<file path="config.mk">
export PLATFORM = sky130hd
export DESIGN_NAME = line_pixel_generator_unit
export DESIGN_NICKNAME = d
export VERILOG_FILES = /design/src/design/lpg_pkg.sv /design/src/design/lpg_front.sv /design/src/design/lpg_fifo.sv /design/src/design/lpg_back.sv /design/src/design/line_pixel_generator_unit.sv
export SDC_FILE = /design/constraint.sdc
export NUM_CORES = 1
export LEC_CHECK = 0
export ABC_CLOCK_PERIOD_IN_PS = 6010
export BUFFER_PORTS_ARGS = -buffer_cell sky130_fd_sc_hd__buf_4
export CORE_MARGIN = 3
export CORE_UTILIZATION = 55
export CTS_BUF_LIST = sky130_fd_sc_hd__clkbuf_4
export CTS_CLUSTER_SIZE = 8
export DETAILED_ROUTE_END_ITERATION = 10
export PLACE_DENSITY = 0.72
export SYNTH_ARGS = -nofsm -noshare
export SYNTH_HDL_FRONTEND = slang
export SYNTH_SLANG_ARGS = --single-unit
</file>
<file path="constraint.sdc">
create_clock -name clk -period 6.01 [get_ports clk]
set_clock_uncertainty 0.1 [all_clocks]
set_input_delay 0.3005 -clock clk [delete_from_list [all_inputs] [get_ports clk]]
set_output_delay 0.3005 -clock clk [all_outputs]
set_load 0.05 [all_outputs]
</file>
<file path="src/design/lpg_pkg.sv">
package lpg_pkg;

    // default coordinate width of the endpoints and pixels
    localparam int LPG_COORD_BITS = 12;

    // screen size registers
    localparam int SCREEN_BITS = 12;
    localparam int CFG_IDX_BITS = 1;

    localparam logic [CFG_IDX_BITS-1:0] REG_SCREEN_WIDTH  = 1'd0;
    localparam logic [CFG_IDX_BITS-1:0] REG_SCREEN_HEIGHT = 1'd1;

    localparam logic [SCREEN_BITS-1:0] SCREEN_WIDTH_RESET  = 12'd320;
    localparam logic [SCREEN_BITS-1:0] SCREEN_HEIGHT_RESET = 12'd240;

    // request kinds carried on the input tuser bit
    localparam logic REQ_LOAD = 1'b0;
    localparam logic REQ_STEP = 1'b1;

    // depth of the queue between decode and walker
    localparam int QUEUE_DEPTH = 2;

    typedef struct packed {
        logic [SCREEN_BITS-1:0] height;
        logic [SCREEN_BITS-1:0] width;
    } screen_cfg_t;

    // width of one decoded queue entry for a given coordinate width:
    // five flags, two start coordinates, a pixel count, two deltas, the end point
    function automatic int lpg_entry_width(input int coord_bits);
        return 7 * coord_bits + 6;
    endfunction

endpackage

</file>
<file path="src/design/lpg_front.sv">
module lpg_front
    import lpg_pkg::*;
#(
    parameter int COORD_BITS = LPG_COORD_BITS,
    parameter int IN_DW      = ((4 * COORD_BITS + 7) / 8) * 8,
    parameter int ENTRY_W    = lpg_entry_width(COORD_BITS)
)
(
    input  logic               s_axis_tvalid,
    output logic               s_axis_tready,
    input  logic [IN_DW-1:0]   s_axis_tdata,
    input  logic               s_axis_tuser,
    input  logic               q_full,
    output logic               q_push,
    output logic [ENTRY_W-1:0] q_data
);

    localparam int C     = COORD_BITS;
    localparam int CNT_W = COORD_BITS + 1;

    typedef struct packed {
        logic           is_load;
        logic           axis;
        logic           vert;
        logic           x_neg;
        logic           y_neg;
        logic [C-1:0]   a0;
        logic [C-1:0]   a1;
        logic [CNT_W-1:0] cnt;
        logic [C-1:0]   dx;
        logic [C-1:0]   dy;
        logic [C-1:0]   ex;
        logic [C-1:0]   ey;
    } entry_t;

    logic [C-1:0]        x1;
    logic [C-1:0]        y1;
    logic [C-1:0]        x2;
    logic [C-1:0]        y2;
    logic signed [C:0]   dx_fwd;
    logic signed [C:0]   dx_rev;
    logic signed [C:0]   dy_fwd;
    logic signed [C:0]   dy_rev;
    logic                x_neg;
    logic                y_neg;
    logic [C-1:0]        dx;
    logic [C-1:0]        dy;
    logic                vert;
    logic                horiz;
    logic [C-1:0]        axis_min;
    entry_t              entry;

    assign x1 = s_axis_tdata[C-1:0];
    assign y1 = s_axis_tdata[2*C-1:C];
    assign x2 = s_axis_tdata[3*C-1:2*C];
    assign y2 = s_axis_tdata[4*C-1:3*C];

    // both differences at once so the magnitude is a select
    assign dx_fwd = $signed({x2[C-1], x2}) - $signed({x1[C-1], x1});
    assign dx_rev = $signed({x1[C-1], x1}) - $signed({x2[C-1], x2});
    assign dy_fwd = $signed({y2[C-1], y2}) - $signed({y1[C-1], y1});
    assign dy_rev = $signed({y1[C-1], y1}) - $signed({y2[C-1], y2});

    assign x_neg = dx_fwd[C];
    assign y_neg = dy_fwd[C];
    assign dx    = x_neg ? dx_rev[C-1:0] : dx_fwd[C-1:0];
    assign dy    = y_neg ? dy_rev[C-1:0] : dy_fwd[C-1:0];

    // a single point counts as vertical
    assign vert  = (x1 == x2);
    assign horiz = (y1 == y2);

    always_comb
    begin
        if (vert)
        begin
            axis_min = y_neg ? y2 : y1;
        end
        else
        begin
            axis_min = x_neg ? x2 : x1;
        end
    end

    always_comb
    begin
        entry.is_load = (s_axis_tuser == REQ_LOAD);
        entry.axis    = vert || horiz;
        entry.vert    = vert;
        entry.x_neg   = x_neg;
        entry.y_neg   = y_neg;
        entry.a0      = (vert || horiz) ? axis_min : x1;
        entry.a1      = vert ? x1 : y1;
        entry.cnt     = CNT_W'(vert ? dy : dx) + CNT_W'(1);
        entry.dx      = dx;
        entry.dy      = dy;
        entry.ex      = x2;
        entry.ey      = y2;
    end

    assign s_axis_tready = !q_full;
    assign q_push        = s_axis_tvalid && !q_full;
    assign q_data        = entry;

endmodule

</file>
<file path="src/design/lpg_fifo.sv">
module lpg_fifo
    import lpg_pkg::*;
#(
    parameter int WIDTH = lpg_entry_width(LPG_COORD_BITS),
    parameter int DEPTH = QUEUE_DEPTH
)
(
    input  logic             clk,
    input  logic             rst_n,
    input  logic             push,
    input  logic [WIDTH-1:0] push_data,
    output logic             full,
    input  logic             pop,
    output logic             pop_valid,
    output logic [WIDTH-1:0] pop_data
);

    localparam int PTR_W = $clog2(DEPTH);
    localparam int CNT_W = $clog2(DEPTH + 1);

    logic [WIDTH-1:0] mem_reg [DEPTH];
    logic [PTR_W-1:0] wr_ptr_reg;
    logic [PTR_W-1:0] rd_ptr_reg;
    logic [CNT_W-1:0] count_reg;

    always_ff @(posedge clk)
    begin
        if (push)
        begin
            mem_reg[wr_ptr_reg] <= push_data;
        end
    end

    always_ff @(posedge clk or negedge rst_n)
    begin
        if (!rst_n)
        begin
            wr_ptr_reg <= '0;
            rd_ptr_reg <= '0;
            count_reg  <= '0;
        end
        else
        begin
            if (push)
            begin
                wr_ptr_reg <= (wr_ptr_reg == PTR_W'(DEPTH - 1)) ? '0 : wr_ptr_reg + PTR_W'(1);
            end
            if (pop)
            begin
                rd_ptr_reg <= (rd_ptr_reg == PTR_W'(DEPTH - 1)) ? '0 : rd_ptr_reg + PTR_W'(1);
            end
            if (push && !pop)
            begin
                count_reg <= count_reg + CNT_W'(1);
            end
            else if (pop && !push)
            begin
                count_reg <= count_reg - CNT_W'(1);
            end
        end
    end

    assign full      = (count_reg == CNT_W'(DEPTH));
    assign pop_valid = (count_reg != '0);
    assign pop_data  = mem_reg[rd_ptr_reg];

`ifndef SYNTH
    a_count_bound: assert property (@(posedge clk) disable iff (!rst_n)
        count_reg <= CNT_W'(DEPTH))
        else $error("queue count above depth");

    a_no_overflow: assert property (@(posedge clk) disable iff (!rst_n)
        push |-> !full)
        else $error("push into full queue");

    a_no_underflow: assert property (@(posedge clk) disable iff (!rst_n)
        pop |-> pop_valid)
        else $error("pop from empty queue");
`endif

endmodule

</file>
<file path="src/design/lpg_back.sv">
module lpg_back
    import lpg_pkg::*;
#(
    parameter int COORD_BITS = LPG_COORD_BITS,
    parameter int OUT_DW     = ((2 * COORD_BITS + 7) / 8) * 8,
    parameter int ENTRY_W    = lpg_entry_width(COORD_BITS)
)
(
    input  logic               clk,
    input  logic               rst_n,
    input  screen_cfg_t        screen,
    input  logic               q_valid,
    input  logic [ENTRY_W-1:0] q_data,
    output logic               q_pop,
    output logic               m_axis_tvalid,
    input  logic               m_axis_tready,
    output logic [OUT_DW-1:0]  m_axis_tdata,  // pixel_x, pixel_y
    output logic               m_axis_tuser,  // on_screen
    output logic               m_axis_tlast   // last_pixel
);

    localparam int C     = COORD_BITS;
    localparam int CNT_W = COORD_BITS + 1;
    localparam int ERR_W = COORD_BITS + 3;
    localparam int CMP_W = (COORD_BITS > SCREEN_BITS) ? COORD_BITS : SCREEN_BITS;

    typedef struct packed {
        logic           is_load;
        logic           axis;
        logic           vert;
        logic           x_neg;
        logic           y_neg;
        logic [C-1:0]   a0;
        logic [C-1:0]   a1;
        logic [CNT_W-1:0] cnt;
        logic [C-1:0]   dx;
        logic [C-1:0]   dy;
        logic [C-1:0]   ex;
        logic [C-1:0]   ey;
    } entry_t;

    typedef enum logic [1:0] {
        MODE_IDLE,
        MODE_AXIS,
        MODE_BRES
    } mode_t;

    entry_t                    e;

    mode_t                     mode_reg,      mode_next;
    logic [C-1:0]              maj_pos_reg,   maj_pos_next;
    logic [C-1:0]              min_pos_reg,   min_pos_next;
    logic signed [ERR_W-1:0]   err_reg,       err_next;
    logic signed [ERR_W-1:0]   inc_a_reg,     inc_a_next;
    logic signed [ERR_W-1:0]   inc_b_reg,     inc_b_next;
    logic                      maj_neg_reg,   maj_neg_next;
    logic                      min_neg_reg,   min_neg_next;
    logic                      steep_reg,     steep_next;
    logic [CNT_W-1:0]          steps_reg,     steps_next;
    logic [C-1:0]              fin_x_reg,     fin_x_next;
    logic [C-1:0]              fin_y_reg,     fin_y_next;
    logic                      out_valid_reg, out_valid_next;
    logic [C-1:0]              out_x_reg,     out_x_next;
    logic [C-1:0]              out_y_reg,     out_y_next;
    logic                      out_on_reg,    out_on_next;
    logic                      out_last_reg,  out_last_next;

    logic                      emit;
    logic                      emit_last;
    logic [C-1:0]              emit_x;
    logic [C-1:0]              emit_y;
    logic                      emit_on;
    logic [C-1:0]              cur_x;
    logic [C-1:0]              cur_y;
    logic                      load_steep;
    logic signed [ERR_W-1:0]   two_dx;
    logic signed [ERR_W-1:0]   two_dy;
    logic [C-1:0]              maj_step;
    logic [C-1:0]              min_step;
    logic                      err_pos;

    assign e = q_data;

    // a step while idle and any load never touch the output slot
    assign q_pop = q_valid && (e.is_load || (mode_reg == MODE_IDLE) || !out_valid_reg ||
                   m_axis_tready);
    assign emit  = q_pop && !e.is_load && (mode_reg != MODE_IDLE);

    assign cur_x = steep_reg ? min_pos_reg : maj_pos_reg;
    assign cur_y = steep_reg ? maj_pos_reg : min_pos_reg;

    always_comb
    begin
        emit_x    = cur_x;
        emit_y    = cur_y;
        emit_last = 1'b0;
        if (mode_reg == MODE_AXIS)
        begin
            emit_last = (steps_reg == CNT_W'(1));
        end
        else if (steps_reg == '0)
        begin
            emit_x    = fin_x_reg;
            emit_y    = fin_y_reg;
            emit_last = 1'b1;
        end
    end

    // clip test against the screen size registers
    assign emit_on = !emit_x[C-1] && (CMP_W'(emit_x) < CMP_W'(screen.width)) &&
                     !emit_y[C-1] && (CMP_W'(emit_y) < CMP_W'(screen.height));

    assign load_steep = (e.dy > e.dx);
    assign two_dx     = $signed(ERR_W'({e.dx, 1'b0}));
    assign two_dy     = $signed(ERR_W'({e.dy, 1'b0}));

    assign maj_step = maj_neg_reg ? {C{1'b1}} : C'(1);
    assign min_step = min_neg_reg ? {C{1'b1}} : C'(1);
    assign err_pos  = !err_reg[ERR_W-1] && (err_reg != '0);

    always_comb
    begin
        mode_next      = mode_reg;
        maj_pos_next   = maj_pos_reg;
        min_pos_next   = min_pos_reg;
        err_next       = err_reg;
        inc_a_next     = inc_a_reg;
        inc_b_next     = inc_b_reg;
        maj_neg_next   = maj_neg_reg;
        min_neg_next   = min_neg_reg;
        steep_next     = steep_reg;
        steps_next     = steps_reg;
        fin_x_next     = fin_x_reg;
        fin_y_next     = fin_y_reg;
        out_valid_next = out_valid_reg;
        out_x_next     = out_x_reg;
        out_y_next     = out_y_reg;
        out_on_next    = out_on_reg;
        out_last_next  = out_last_reg;

        if (m_axis_tready)
        begin
            out_valid_next = 1'b0;
        end

        if (q_pop && e.is_load)
        begin
            fin_x_next = e.ex;
            fin_y_next = e.ey;
            if (e.axis)
            begin
                mode_next    = MODE_AXIS;
                steep_next   = e.vert;
                maj_pos_next = e.a0;
                min_pos_next = e.a1;
                steps_next   = e.cnt;
            end
            else if (load_steep)
            begin
                mode_next    = MODE_BRES;
                steep_next   = 1'b1;
                maj_pos_next = e.a1;
                min_pos_next = e.a0;
                maj_neg_next = e.y_neg;
                min_neg_next = e.x_neg;
                err_next     = two_dx - $signed(ERR_W'(e.dy));
                inc_a_next   = two_dx;
                inc_b_next   = two_dx - two_dy;
                steps_next   = CNT_W'(e.dy);
            end
            else
            begin
                mode_next    = MODE_BRES;
                steep_next   = 1'b0;
                maj_pos_next = e.a0;
                min_pos_next = e.a1;
                maj_neg_next = e.x_neg;
                min_neg_next = e.y_neg;
                err_next     = two_dy - $signed(ERR_W'(e.dx));
                inc_a_next   = two_dy;
                inc_b_next   = two_dy - two_dx;
                steps_next   = CNT_W'(e.dx);
            end
        end
        else if (emit)
        begin
            out_valid_next = 1'b1;
            out_x_next     = emit_x;
            out_y_next     = emit_y;
            out_on_next    = emit_on;
            out_last_next  = emit_last;
            if (emit_last)
            begin
                mode_next = MODE_IDLE;
            end
            if (mode_reg == MODE_AXIS)
            begin
                maj_pos_next = maj_pos_reg + C'(1);
                steps_next   = steps_reg - CNT_W'(1);
            end
            else if (!emit_last)
            begin
                maj_pos_next = maj_pos_reg + maj_step;
                steps_next   = steps_reg - CNT_W'(1);
                if (err_pos)
                begin
                    min_pos_next = min_pos_reg + min_step;
                    err_next     = err_reg + inc_b_reg;
                end
                else
                begin
                    err_next = err_reg + inc_a_reg;
                end
            end
        end
    end

    always_ff @(posedge clk or negedge rst_n)
    begin
        if (!rst_n)
        begin
            mode_reg      <= MODE_IDLE;
            maj_pos_reg   <= '0;
            min_pos_reg   <= '0;
            err_reg       <= '0;
            inc_a_reg     <= '0;
            inc_b_reg     <= '0;
            maj_neg_reg   <= 1'b0;
            min_neg_reg   <= 1'b0;
            steep_reg     <= 1'b0;
            steps_reg     <= '0;
            fin_x_reg     <= '0;
            fin_y_reg     <= '0;
            out_valid_reg <= 1'b0;
            out_x_reg     <= '0;
            out_y_reg     <= '0;
            out_on_reg    <= 1'b0;
            out_last_reg  <= 1'b0;
        end
        else
        begin
            mode_reg      <= mode_next;
            maj_pos_reg   <= maj_pos_next;
            min_pos_reg   <= min_pos_next;
            err_reg       <= err_next;
            inc_a_reg     <= inc_a_next;
            inc_b_reg     <= inc_b_next;
            maj_neg_reg   <= maj_neg_next;
            min_neg_reg   <= min_neg_next;
            steep_reg     <= steep_next;
            steps_reg     <= steps_next;
            fin_x_reg     <= fin_x_next;
            fin_y_reg     <= fin_y_next;
            out_valid_reg <= out_valid_next;
            out_x_reg     <= out_x_next;
            out_y_reg     <= out_y_next;
            out_on_reg    <= out_on_next;
            out_last_reg  <= out_last_next;
        end
    end

    assign m_axis_tvalid = out_valid_reg;
    assign m_axis_tdata  = OUT_DW'({out_y_reg, out_x_reg});
    assign m_axis_tuser  = out_on_reg;
    assign m_axis_tlast  = out_last_reg;

`ifndef SYNTH
    a_axis_count: assert property (@(posedge clk) disable iff (!rst_n)
        (mode_reg == MODE_AXIS) |-> (steps_reg != '0))
        else $error("axis line active with no pixels left");

    a_last_ends_line: assert property (@(posedge clk) disable iff (!rst_n)
        (emit && emit_last) |=> (mode_reg == MODE_IDLE))
        else $error("line still active after its last pixel");

    a_slot_free: assert property (@(posedge clk) disable iff (!rst_n)
        emit |-> (!out_valid_reg || m_axis_tready))
        else $error("pixel written over a pending one");
`endif

endmodule

</file>
<file path="src/design/line_pixel_generator_unit.sv">
// line pixel generator: a load request (tuser 0) takes a line from the start
// point to the end point in tdata and gives no pixel; every later step request
// (tuser 1) gives the next pixel of that line, with tuser flagging on screen
// and tlast marking the final pixel. axis lines run from the smaller to the
// larger coordinate inclusive, other lines walk bresenham on the major axis and
// end with the exact end point. steps while no line is active are swallowed,
// and a load in the middle of a line drops the old one. while the output is
// not stalled, one request is taken per cycle and one pixel leaves per cycle,
// set by the walker's single error add and compare; a request passes from
// decode into a two-entry queue, then through the walker into its output register.
// the screen size registers may only be written while no request is pending.
module line_pixel_generator_unit
    import lpg_pkg::*;
#(
    parameter int COORD_BITS = LPG_COORD_BITS
)
(
    input  logic                                    clk,
    input  logic                                    rst_n,
    input  logic                                    cfg_we,
    input  logic [CFG_IDX_BITS-1:0]                 cfg_index,
    input  logic [SCREEN_BITS-1:0]                  cfg_wdata,
    input  logic                                    s_axis_tvalid,
    output logic                                    s_axis_tready,
    // start_x, start_y, end_x, end_y
    input  logic [((4 * COORD_BITS + 7) / 8) * 8-1:0] s_axis_tdata,
    // req_type
    input  logic                                    s_axis_tuser,
    output logic                                    m_axis_tvalid,
    input  logic                                    m_axis_tready,
    // pixel_x, pixel_y
    output logic [((2 * COORD_BITS + 7) / 8) * 8-1:0] m_axis_tdata,
    // on_screen
    output logic                                    m_axis_tuser,
    // last_pixel
    output logic                                    m_axis_tlast
);

    localparam int IN_DW   = ((4 * COORD_BITS + 7) / 8) * 8;
    localparam int OUT_DW  = ((2 * COORD_BITS + 7) / 8) * 8;
    localparam int ENTRY_W = lpg_entry_width(COORD_BITS);

    // screen size registers, only used by the clip test
    screen_cfg_t          screen_reg;

    // decode side of the queue
    logic                 q_push;
    logic                 q_full;
    logic [ENTRY_W-1:0]   q_push_data;

    // walker side of the queue
    logic                 q_pop;
    logic                 q_valid;
    logic [ENTRY_W-1:0]   q_pop_data;

    always_ff @(posedge clk or negedge rst_n)
    begin
        if (!rst_n)
        begin
            screen_reg.width  <= SCREEN_WIDTH_RESET;
            screen_reg.height <= SCREEN_HEIGHT_RESET;
        end
        else if (cfg_we)
        begin
            case (cfg_index)
                REG_SCREEN_WIDTH:  screen_reg.width  <= cfg_wdata;
                REG_SCREEN_HEIGHT: screen_reg.height <= cfg_wdata;
                default:           ;
            endcase
        end
    end

    // classify each request and precompute deltas, signs and axis spans
    lpg_front #(
        .COORD_BITS (COORD_BITS),
        .IN_DW      (IN_DW),
        .ENTRY_W    (ENTRY_W)
    ) u_front (
        .s_axis_tvalid (s_axis_tvalid),
        .s_axis_tready (s_axis_tready),
        .s_axis_tdata  (s_axis_tdata),
        .s_axis_tuser  (s_axis_tuser),
        .q_full        (q_full),
        .q_push        (q_push),
        .q_data        (q_push_data)
    );

    // short queue so decode keeps taking requests while the output stalls
    lpg_fifo #(
        .WIDTH (ENTRY_W),
        .DEPTH (QUEUE_DEPTH)
    ) u_fifo (
        .clk       (clk),
        .rst_n     (rst_n),
        .push      (q_push),
        .push_data (q_push_data),
        .full      (q_full),
        .pop       (q_pop),
        .pop_valid (q_valid),
        .pop_data  (q_pop_data)
    );

    // line walker with the registered output slot
    lpg_back #(
        .COORD_BITS (COORD_BITS),
        .OUT_DW     (OUT_DW),
        .ENTRY_W    (ENTRY_W)
    ) u_back (
        .clk           (clk),
        .rst_n         (rst_n),
        .screen        (screen_reg),
        .q_valid       (q_valid),
        .q_data        (q_pop_data),
        .q_pop         (q_pop),
        .m_axis_tvalid (m_axis_tvalid),
        .m_axis_tready (m_axis_tready),
        .m_axis_tdata  (m_axis_tdata),
        .m_axis_tuser  (m_axis_tuser),
        .m_axis_tlast  (m_axis_tlast)
    );

endmodule
</file>
# Yosys cells after proc, flatten, opt, wreduce, memory -nomap -nowiden
# Memories as Yosys holds them, arrays and structs flattened.
# Cells that the tools add are included.
word_totals:
  word_cells: 161
  memories: 1
  register_bits: 166
  ramBits: 180
  input_bits: 67
memory_table:
  columns: ["memory", "words", "width", "rd", "rd_ports_with_merged_regs", "write_ports", "line", "source"]
  rows:
  - ["u_fifo.mem_reg", 2, 90, 1, 0, 1, "lpg_fifo.sv:21", "logic [WIDTH-1:0] mem_reg [DEPTH];"]
classes:
  n_mux: 63
  bitwise: 4
  magnitude_cmp: 3
  n_reduce_logical: 40
  n_addsub: 19
  n_eq_ne: 9
ops:
  columns: ["operator", "n"]
  rows:
  - ["$mux 12", 30]
  - ["$mux 15", 8]
  - ["$mux 13", 6]
  - ["$add 15x15->15", 2]
  - ["$sub 13x12->14", 2]
  - ["$sub 13x13->14", 2]
  - ["$sub 12x12->13", 2]
  - ["$add 12x12->12", 2]
  - ["$eq 12x12->1", 2]
  - ["$lt 12x12->1", 2]
  - ["$sub 12x12->12", 2]
  - ["$reduce_bool 15->1", 1]
  - ["$add 13x1->13 const B", 1]
  - ["$eq 13x1->1 const B", 1]
  - ["$logic_not 13->1", 1]
  - ["$mux 1", 13]
  - ["$sub 13x1->13 const B", 1]
  - ["$add 12x1->12 const B", 1]
  - ["$gt 12x12->1", 1]
  - ["$mux 2", 6]
  - ["$reduce_and 2->1", 6]
  - ["$reduce_bool 2->1", 6]
  - ["$logic_and 1x1->1", 11]
  - ["$logic_not 1->1", 8]
  - ["other kinds (11)", 21]

# Depth between registers and ports, before layout
logic_depth:
  word_depth: 9
  mapped_depth: 18
  depth_no_buf: 16

# Hierarchy
# A second synthesis with hierarchy kept.
unflattened:
  hier_cells: 2243
  hier_area_um2: 22287.6
by_module_without_submodules:
  columns: ["mod", "cells_per_inst", "area_each_um2", "n_inst", "seq_area_each_um2"]
  rows:
  - ["lpg_back", 1351, 10951.8, 1, 3328.2]
  - ["lpg_fifo", 296, 6742.7, 1, 5505.3]
  - ["lpg_front", 544, 3634.7, 1, 0.0]
  - ["line_pixel_generator_unit", 52, 958.4, 1, 608.1]

# Worst setup path after synthesis
# Ideal clock, no wire load.
synth_path:
  path_type: "flip-flop to flip-flop"
  start: "reg u_fifo.count_reg[0]"
  end: "mem u_fifo.mem_reg[0][0] (netlist name) (enable)"
  setup_time_ns: 0.540
  path_stages_with_launch: 4
  t_required_ns: 5.370
  arrival_ns: 4.845
  path_buffers: 0
  path_slack_ns: 0.525
  cell_sequence: "dfrtp_1 > nand2b_1 > nand2_1 > nor2_1"
synth_via:
  elab_chain_len: 5
synth_lines:
  columns: ["item", "line", "source"]
  rows:
  - ["start: declaration", "lpg_fifo.sv:24", "logic [CNT_W-1:0] count_reg;"]
  - ["start signal: assignment", "lpg_fifo.sv:54", "count_reg <= count_reg + CNT_W'(1);"]
  - ["start signal: assignment", "lpg_fifo.sv:58", "count_reg <= count_reg - CNT_W'(1);"]
  - ["$eq 2x2->1", "lpg_fifo.sv:63", "assign full = (count_reg == CNT_W'(DEPTH));"]
  - ["$logic_not 1->1", null, null]
  - ["named net s_axis_tready", "line_pixel_generator_unit.sv:24", "output logic s_axis_tready,"]
  - ["$logic_and 1x1->1", "lpg_front.sv:102", "assign q_push = s_axis_tvalid && !q_full;"]
  - ["$mux 1", "lpg_fifo.sv:28", "if (push)"]
  - ["$mux 1 (implied by the code)", "lpg_fifo.sv:30", "mem_reg[wr_ptr_reg] <= push_data;"]
  - ["end: declaration", "lpg_fifo.sv:21", null]
# The timed path passes the listed nets, and every way through them passes these cells.

# Worst setup path after layout
layout_path:
  start: "reg u_fifo.rd_ptr_reg"
  end: "reg u_back.min_pos_reg[7]"
layout_via:
  elab_chain_len: 9
layout_lines:
  columns: ["item", "line", "source"]
  rows:
  - ["start: declaration", "lpg_fifo.sv:23", "logic [PTR_W-1:0] rd_ptr_reg;"]
  - ["start signal: assignment", "lpg_fifo.sv:50", "rd_ptr_reg <= (rd_ptr_reg == PTR_W'(DEPTH - 1)) ? '0 : rd_ptr_reg + PTR_W'(1);"]
  - ["$mem_v2 2x90 *", null, null]
  - ["parallel branches: the longest is 8 deep, another holds $gt 12x12->1", null, null]
  - ["end signal: assignment", "lpg_back.sv:244", "min_pos_reg <= min_pos_next;"]
  - ["end: declaration", "lpg_back.sv:52", "logic [C-1:0] min_pos_reg, min_pos_next;"]
# Mark *: on every way between the ends.
# A chain may end at the register's enable or synchronous reset.

==> summary.txt <==
RSZ-0062 raised after global routing - no
CP max-delay cell - o21ai_4
Post-CTS Setup Inserts - 0
Crit-path cells - buf_4, mux2i_1, inv_1, ha_1, and2_1, o21ai_0, a311oi_1, o21ai_4, clkinv_1, nand2_1, buf_4, mux4_2, nor2_1, a31oi_1
Yosys top cell area share - 25.0%
Via-to-Cell Ratio - 5.88
I/O pin count - 95
Detail Placement HPWL - 44,000 microns
Slew headroom - 24.5%
Final setup viols - 0
Hold Crit Class - primary input to async pin
Setup ws final - 912 ps
Critical Path AT - 5600 ps
Fin. max-slew vios - 0
DR WL/cell - 20.2 microns
Initial Util - 55.9%
Setup CP Type - flip-flop to flip-flop
Die H - 204 microns
Register area share after synthesis - 43.6%
Metal-1 WL - 28,000 microns
CTS Sinks - 341
Root Driver - clkbuf_4
Number of flip-flops in the largest register - 180
Synth-to-Final Area Change - 15.1%
FFs w/ async S/R, synth - 47.2%
Worst Path Max Fanout - 27
Clock Path Buffers - 3
Cell mode on critical path - buf_4
Via Count - 17,400
Internal power - 7860 uW
Yosys Warn Count - 0
H-tree depth - 3
Clk_lat worst skew - 800 ps
R2r setup slk - 910 ps
CTS tree - done
Final setup TNS - 0 ps
Count of different cell masters after synthesis - 90
Final RePlAce weighted congestion - 0.913
First-pass GRT wire length - 94,300 microns
Final Critical Period - 5100 ps
Leak - 0.0109 uW
Gr ovfl total - 0
Design Power - 14,600 uW
Syn Nets - 2,410
Max Clock Freq - 196 MHz
Worst path max stage delay - 660 ps
Initial antenna violation count - 3
Hold buffer count at CTS - 85
Largest net degree at the start of global routing - 104
Total GRT Usage - 29.0%
Post-route ant nets - 0
DIE WIDTH - 204 microns
Final worst-path cycle share - 84.8%
DRT iter0 DRCs - 1,746
Gate Count Post-Synth - 2,181
Non-filler instance count after layout - 2,967
Hold WS - 67.0 ps
EDFF count, synth - 180
Largest area contributor in the netlist - edfxtp_1
PortBufs - 94
Net load switching power - 6710 uW
Most common cell after layout, fill and taps aside - nand2_1
Fill cell count - 3,192
Dpl ws - 902 ps
Required time of the critical path - 6510 ps
Syn avg cell area - 9.93 sq um
Synth area leaders - edfxtp_1 25%, dfrtp_1 18%, ha_1 8.7%
Placement Rows - 72
Fin nets - 2,607
Die area - 0.0418 sq mm
Sequential power share - 26.5%
Fraction of layout cells with a size suffix above 1 - 15.0%
Worst-margin pin slew - 1130 ps
Crit start category - flip-flop
Routed wl met2 - 25,300 microns
Critical Path Sink Type - flip-flop
Num CTS Buffers - 89
Flops & latches, synth - 341
Clk pwr share - 15.0%
DP Cell Count - 2,720
DR top layer - met4
Drt pass-1 iters - 6
Total of max-cap violations - 0
Pwr Density - 584 mW/mm^2
Status - finished clean
Switching Share - 46.1%
Metal3 WL - 4770 microns
Hold Violations, Final - 0
Routed WL - 59,800 microns
Worst VDD drop - 0.000283 V
Post-Syn Area - 0.0217 sq mm
Commonest non-fill, non-tap cells in the layout - 288 x nand2_1, 197 x o21ai_0, 180 x edfxtp_1
CTS resizes - 0
Main synth FF type - edfxtp_1
Clk slew on worst S/H paths - 70 ps
Core footprint - 0.0387 sq mm
Vias in the first global route - 17,000
Drt drc - 0
Logic gate share of total power - 58.5%
[power groups by stage]
stage,registers (uW),logic [uW],clock network [uW]
after floorplan,4010,5920,0
after global placement,3880,8190,0
after detailed placement,3900,8330,0
after CTS,3860,8420,2230
after global routing,3950,9400,2360
final,3870,8530,2180
[worst max-delay path: cells and delay by family (launching register included)]
| family | cells | cell delay (ps) |
|---|---|---|
| buffers and inverters | 4 | 1270 |
| AOI/OAI and AO/OA | 4 | 1090 |
| muxes | 2 | 1020 |
| DFF | 1 | 550 |
| and+or+nand+nor | 3 | 460 |
| adders and majority gates | 1 | 390 |
[synth_stat cells (20+ instances only)]
cell type and number:
buf_1 20, mux2i_1 123, xnor2_1 55, o21ai_0 197, mux2_2 34, clkbuf_1 63
inv_1 138, nor3_1 21, nor2b_1 29, xor2_1 34, edfxtp_1 180, nor2_1 138
nand3_1 32, ha_1 151, a211oi_1 32, nand2_1 289, a21oi_1 134, mux4_2 24
dfrtp_1 155, o211ai_1 24, a21o_1 42
[path summary, 6_finish.rpt]
path,from,end,cells past startpoint
min in group clk,s_axis_tdata[14],u_fifo.mem_reg[0][75],3
min reg2reg,u_back.inc_b_reg[6],u_back.inc_b_reg[6],2
max in group asynchronous,rst_n,u_back.err_reg[0],3
max,u_fifo.rd_ptr_reg,u_back.min_pos_reg[7],14
max reg2reg,u_fifo.rd_ptr_reg,u_back.min_pos_reg[7],14
min,rst_n,screen_reg[21],2
[cell families (layout without fill, tap and decap cells)]
group,count (synthesis),count (layout),share of synthesized area [%]
fa+ha+maj,162,162,9.74
mux,182,182,10.1
compound gates,552,552,15.9
xor+xnor,89,89,3.60
flops,341,341,43.6
simple gates,614,614,12.8
buf+inv,241,507,4.33
other cells,0,2,0
[stage by stage]
stage	utilization, %	instance area [sq um]
finish	64.4	24900
global route	64.4	24900
CTS	64.4	24900
detailed placement	59.0	22900
global placement	59.0	22900
floorplan	-	21700
[cell type report]
class                   count  area [sq um]  area share (%)
flip-flops and latches    341          9450            37.9
inverters                 142           533            2.14
diodes                      2          5.00          0.0201
clock buffers             129           968            3.88
well taps                 518           648            2.60
repair buffers            205          1760            7.04
clock inverters            31           264            1.06
multi-input cells        1599         11300            45.4
[metal layers]
metal | GRT usage, % | vias to the layer above
met2 | 41.9 | 673
met3 | 4.94 | 92
met5 | 0 | -
met4 | 10.5 | 0
li1 | - | 8273
met1 | 43.9 | 8399
(Power assumes the default switching activity.)
